===== src/hdl/bic_pkg.sv =====
// Shared constants, types and helpers of the color histogram extractor.
package bic_pkg;

    localparam int MAX_WIDTH_DEF  = 1024;
    localparam int MAX_HEIGHT_DEF = 1024;
    localparam int CFG_W          = 11;
    localparam int BIN_W          = 6;
    localparam int NUM_BINS       = 64;
    localparam int CNT_W          = 21;
    localparam int VAL_W          = 8;
    localparam int PIX_W          = 24;
    localparam int OUT_W          = 24;
    localparam int ADDR_W         = 3;
    localparam int DATA_W         = 32;

    localparam logic [CFG_W-1:0] CFG_RESET  = 11'd1024;
    localparam logic [0:0]       REG_WIDTH  = 1'b0;
    localparam logic [0:0]       REG_HEIGHT = 1'b1;

    localparam logic [7:0]       LEVEL0_TOP = 8'd64;
    localparam logic [7:0]       LEVEL1_TOP = 8'd128;
    localparam logic [7:0]       LEVEL2_TOP = 8'd192;
    localparam logic [VAL_W-1:0] VAL_MAX    = 8'd255;
    localparam logic [BIN_W-1:0] BIN_LAST   = 6'd63;

    typedef struct packed {
        logic accept;
        logic rd2;
        logic dec;
        logic b1_rd;
        logic b1_wr;
        logic b2_rd;
        logic b2_wr;
        logic advance;
        logic e_rd;
        logic e_ld;
        logic e_div;
        logic e_out;
    } bic_cmd_t;

    typedef struct packed {
        logic need1;
        logic need2;
        logic frame_end;
        logic div_last;
        logic bin_last;
        logic out_free;
    } bic_sts_t;

    function automatic logic [1:0] level_of(input logic [7:0] v);
        logic [1:0] l;
        if (v <= LEVEL0_TOP)
            l = 2'd0;
        else if (v <= LEVEL1_TOP)
            l = 2'd1;
        else if (v <= LEVEL2_TOP)
            l = 2'd2;
        else
            l = 2'd3;
        return l;
    endfunction

endpackage


===== src/hdl/bic_ctrl.sv =====
// Sequencer for pixel classification and the end-of-frame bin emit.
module bic_ctrl
    import bic_pkg::*;
(
    input  logic     clk,
    input  logic     rst_n,
    input  logic     in_valid,
    output logic     in_ready,
    input  bic_sts_t sts,
    output bic_cmd_t cmd
);

    localparam logic [3:0] S_IDLE = 4'd0;
    localparam logic [3:0] S_RD2  = 4'd1;
    localparam logic [3:0] S_DEC  = 4'd2;
    localparam logic [3:0] S_B1R  = 4'd3;
    localparam logic [3:0] S_B1W  = 4'd4;
    localparam logic [3:0] S_B2R  = 4'd5;
    localparam logic [3:0] S_B2W  = 4'd6;
    localparam logic [3:0] S_ADV  = 4'd7;
    localparam logic [3:0] S_ERD  = 4'd8;
    localparam logic [3:0] S_ELD  = 4'd9;
    localparam logic [3:0] S_EDIV = 4'd10;
    localparam logic [3:0] S_EOUT = 4'd11;

    logic [3:0] state_reg, state_next;

    always_ff @(posedge clk or negedge rst_n)
    begin
        if (!rst_n)
            state_reg <= S_IDLE;
        else
            state_reg <= state_next;
    end

    assign in_ready = (state_reg == S_IDLE);

    always_comb
    begin
        state_next = state_reg;
        cmd        = '0;
        case (state_reg)
            S_IDLE:
            begin
                if (in_valid)
                begin
                    cmd.accept = 1'b1;
                    state_next = S_RD2;
                end
            end
            S_RD2:
            begin
                cmd.rd2    = 1'b1;
                state_next = S_DEC;
            end
            S_DEC:
            begin
                cmd.dec = 1'b1;
                if (sts.need1)
                    state_next = S_B1R;
                else if (sts.need2)
                    state_next = S_B2R;
                else
                    state_next = S_ADV;
            end
            S_B1R:
            begin
                cmd.b1_rd  = 1'b1;
                state_next = S_B1W;
            end
            S_B1W:
            begin
                cmd.b1_wr  = 1'b1;
                state_next = sts.need2 ? S_B2R : S_ADV;
            end
            S_B2R:
            begin
                cmd.b2_rd  = 1'b1;
                state_next = S_B2W;
            end
            S_B2W:
            begin
                cmd.b2_wr  = 1'b1;
                state_next = S_ADV;
            end
            S_ADV:
            begin
                cmd.advance = 1'b1;
                state_next  = sts.frame_end ? S_ERD : S_IDLE;
            end
            S_ERD:
            begin
                cmd.e_rd   = 1'b1;
                state_next = S_ELD;
            end
            S_ELD:
            begin
                cmd.e_ld   = 1'b1;
                state_next = S_EDIV;
            end
            S_EDIV:
            begin
                cmd.e_div = 1'b1;
                if (sts.div_last)
                    state_next = S_EOUT;
            end
            S_EOUT:
            begin
                if (sts.out_free)
                begin
                    cmd.e_out  = 1'b1;
                    state_next = sts.bin_last ? S_IDLE : S_ERD;
                end
            end
            default:
            begin
                state_next = S_IDLE;
            end
        endcase
    end

endmodule


===== config.mk =====
export PLATFORM = sky130hd
export DESIGN_NAME = bic_ctrl
export DESIGN_NICKNAME = d
export VERILOG_FILES = /design/src/hdl/bic_pkg.sv /design/src/hdl/bic_ctrl.sv
export SDC_FILE = /design/constraint.sdc
export NUM_CORES = 1
export LEC_CHECK = 0
export ABC_CLOCK_PERIOD_IN_PS = 1300
export BUFFER_PORTS_ARGS = -buffer_cell sky130_fd_sc_hd__clkbuf_2
export CORE_AREA = 2 2 39 41
export DETAILED_ROUTE_END_ITERATION = 10
export DIE_AREA = 0 0 41 43
export HOLD_SLACK_MARGIN = 0.08
export SLEW_MARGIN = 5
export SYNTH_ARGS = -nofsm -noshare
export SYNTH_HDL_FRONTEND = slang
export SYNTH_SLANG_ARGS = --single-unit
export TNS_END_PERCENT = 20

===== constraint.sdc =====
create_clock -name clk -period 1.3 [get_ports clk]
set_clock_uncertainty 0.1 [all_clocks]
set_input_delay 0.13 -clock clk [delete_from_list [all_inputs] [get_ports clk]]
set_output_delay 0.13 -clock clk [all_outputs]
set_load 0.01 [all_outputs]

; After elaboration in Yosys (flattened, before gate mapping)
; Cells that the tools add are included.
[classes]
n_reduce_logical = 2
muxes = 22
n_eq_ne = 14
[ops]
columns = operator, n
row1 = 4-bit case mux with 12 select lines, 1
row2 = 4-bit 2-to-1 mux, 6
row3 = 4-bit by 3-bit == test with 1-bit output (second input constant), 4
row4 = 4-bit == test (second input constant), 4
row5 = 1-bit 2-to-1 mux, 14
row6 = 4-bit by 2-bit == test with 1-bit output (second input constant), 2
row7 = 2-bit inequality test (second input constant), 3
row8 = 4-bit by 1-bit == test with 1-bit output (second input constant), 1
row9 = 4-bit logical NOT, 1
row10 = 3-bit AND reduction, 1
row11 = 2-bit 2-to-1 mux, 1
[totals]
register_bits = 4
inputBits = 9
elab_cells = 39
output_inout_bits = 13

; Longest topological paths before layout
[depth]
depth_word = 3
ltp_mapped = 4
mapped_depth_nobuf = 3

; Worst setup path before layout
; No wires, ideal clock.
[synth_path]
path_kind = reg-to-output
startpoint = register state_reg[2]
endpoint = output cmd[11] in the netlist's numbering
slack_ps = -29
required_time_ps = 1070
arrival_time_ps = 1099
stages_incl_launch_ff = 4
cell_sequence = dfrtp_1 buf_6 nor4_2 and2_1
[synth_rtl]
columns = item, line_no
row1 = from (decl), bic_ctrl.sv:26  ; logic [3:0] state_reg, state_next;
row2 = from (signal assigned), bic_ctrl.sv:33  ; state_reg <= state_next;
row3 = to (decl), bic_ctrl.sv:10  ; output bic_cmd_t cmd

==> results.md <==
* Outcome: finished, violations left
* Failing checks: setup timing
* Yosys top cell area share at 0.270
* Core Footprint at 1380 µm²
* Pins Over Slew Limit at 0
* Worst-case clock buffer depth at 2
* Final ANT Viol Nets at 0
* Req. time, crit path at 1070 ps
* Synth Area in Adders at 0
* Buffers and inverters on the worst path at 1
* Pin count of the biggest net entering global routing at 9
* Power Density at 2430 nW/µm²
* Mapped cell area at 370 µm²
* Vert. Die Dim at 43 µm
* Slew at the pin closest to its max-slew limit at 228 ps
* Crit end category: primary output
* Reg2reg start: state_reg[2]$_DFFE_PN0P_
* #FFs+latches synth at 4
* Worst ir drop on vdd at 1.20 mV
* CTS sink cnt at 4
* WS Path Type: reg2out
* Clk Latency, worst-skew pair at 230 ps
* Detailed Place HPWL at 728 µm
* Die width at 41 µm
* CP startpoint kind: flop
* Die area at 1760 µm²
* Final Cycle Share at 1.13
* Area grow syn2layout at 87.5%
* Dpl cell area at 538 µm²
* Vias in the first global route at 396
* Mean Syn Cell Area at 8.05 µm²
* Port bufs at 21
* Max reg flops at 4
* Post-Layout Cell Count at 102
* Number of CTS-inserted buffers at 3
* CP delay by family, top: flip-flops
* Top post-synthesis cells by area: dfrtp_1 27%, nor3_1 9.5%, nand2b_1 8.4%
* GRT Overall Usage at 0.126
* Largest family of logic cells by synthesized area: simple AND/OR/NAND/NOR gates
* # rows at 14
* Vias per Instance at 4.77
* Sequential area share after synthesis at 0.270
* CTS tree: built
* Min-delay worst type: in2async
* Max_slew headroom at 0.847
* Final Worst Setup Slack at -172 ps
* Post-Synth XOR/XNOR Area at 0
* Util after Layout at 0.502
* Clock Pin Slew Worst Setup and Hold Paths at 40 ps
* Cell taking the most area after synthesis: dfrtp_1
* Multi-input combinational cell area at 278 µm²
* Setup violators final at 15
* Final #Nets at 97
* Ys async rst share at 1.00
* CP max stage delay at 460 ps
* Root buffer cell: clkbuf_4
* Commonest cells in the synthesized netlist: 7 x nor2_1, 7 x nor3_1, 5 x nand2b_1, 4 x dfrtp_1, 3 x buf_4
* First-pass GRT wire length at 1530 µm
* Routed WL per cell at 10.5 µm
* Share of cells above drive strength 1 at 0.616
* CP cell instances: nor4_4 > and2_1 > buf_2
* Post-synthesis mux area share at 0.0270
* GRT Residual Overflow at 0
* Filler cells at 134
* Top FF cell, synth: dfrtp_1
* Synth Area in Compound Gates at 0.176
* Placer Congestion at 0.760
* Post-synth EDFFs at 0
* Register area at 103 µm²
* CP Launch Point: state_reg[1]$_DFFE_PN0P_
* Ys Warns at 0
* Synth Instances at 46
* Clock H-tree levels at 1
* Via count at 487
* Final Hold Viols at 0
* Placed cells at 88
* Max Clk Rate at 679 MHz
* Initial Util at 0.268
* Post-Syn Nets at 55
* Reg2Reg Setup Slack at -100 ps
* Simple-gate share of the synthesized area at 0.426
* RSZ-0062 raised after global routing: yes
* DRT iter0 DRCs at 13
* Design area at 694 µm²
* Max Cap Viol at 0
* Synth cell types at 21
* Post-layout minimum cycle time at 1470 ps
* Pre-Repair DR Iteration Count at 4
* DRC violations left at 0
* Final hold slack at 135 ps
* Worst EP arrival at 1240 ps
* Lkg Pwr at 0.355 nW
* Initial antenna violation count at 0
* Crit-path max FO at 6
* Slowest cell on crit path: dfrtp_2
* Antenna cell count at 0
* WL final at 1070 µm
* I/O pin cnt at 22
==> path summary, 6_finish.rpt <==
kind | depth (start not counted) | end
setup / recovery | 3 | cmd[11]
hold / removal | 2 | state_reg[3]$_DFFE_PN0P_
setup reg to reg | 5 | state_reg[1]$_DFFE_PN0P_
hold reg to reg | 2 | state_reg[2]$_DFFE_PN0P_
max in group asynchronous | 2 | state_reg[0]$_DFFE_PN0P_
min in group clk | 4 | state_reg[2]$_DFFE_PN0P_
==> where the power goes <==
part	total [mW]	leakage [nW]	switching (mW)	internal, mW
clock	0.145	0.0138	0.0427	0.103
combinational	1.23	0.295	0.550	0.679
sequential	0.311	0.0461	0.114	0.197
total	1.69	0.355	0.707	0.978
==> final cells by class <==
cell class              instances  area share
multi-input cells              37       0.400
repair buffers                 41       0.386
flip-flops and latches          4       0.148
clock buffers                   3      0.0324
well taps                      16      0.0288
inverters                       1     0.00541
==> repair_timing <==
action | CTS | global route
endpoints found under the setup margin | 14 | 16
pin swaps | 4 | 2
endpoints found under the hold margin | 5 | 0
setup buffers | 7 | 2
resized for setup | 11 | 10
hold buffers | 2 | 0
==> placed cells by master (no fill, tap or decap), types with 2 or more instances in the layout <==
cell type,instances
nor3_2,3
nor3_1,4
buf_6,2
clkbuf_2,14
buf_2,7
clkbuf_4,3
buf_4,16
nor2_1,6
a21o_1,2
dlygate4sd3_1,2
nor2b_1,2
nand2b_1,4
nand2b_4,2
dfrtp_1,2
dfrtp_2,2
==> cell families after synthesis <==
kind of cell           count (synthesis)
AO/OA/AOI/OAI                          9
buffers and inverters                  5
flip-flops                             4
multiplexers                           1
AND/OR/NAND/NOR                       27
==> per-layer routing <==
layer	GRT usage	part of all wire	up-vias
li1	-	-	244
met1	0.169	0.43	226
met2	0.191	0.51	17
met3	0.0157	0.057	0
met4	0.0600	0	0
met5	0	0	-
==> through the flow <==
stage          power [mW]  worst slack (ps)  TNS [ps]
5_1_grt              1.81              -215     -2380
2_1_floorplan       0.887              43.1         0
4_1_cts              1.62              -174     -1550
3_5_place_dp         1.20             -37.7     -88.8
3_3_place_gp         1.20             -39.3     -55.7
6_report             1.69              -172     -1410
Power figures use the tool's default switching activity.
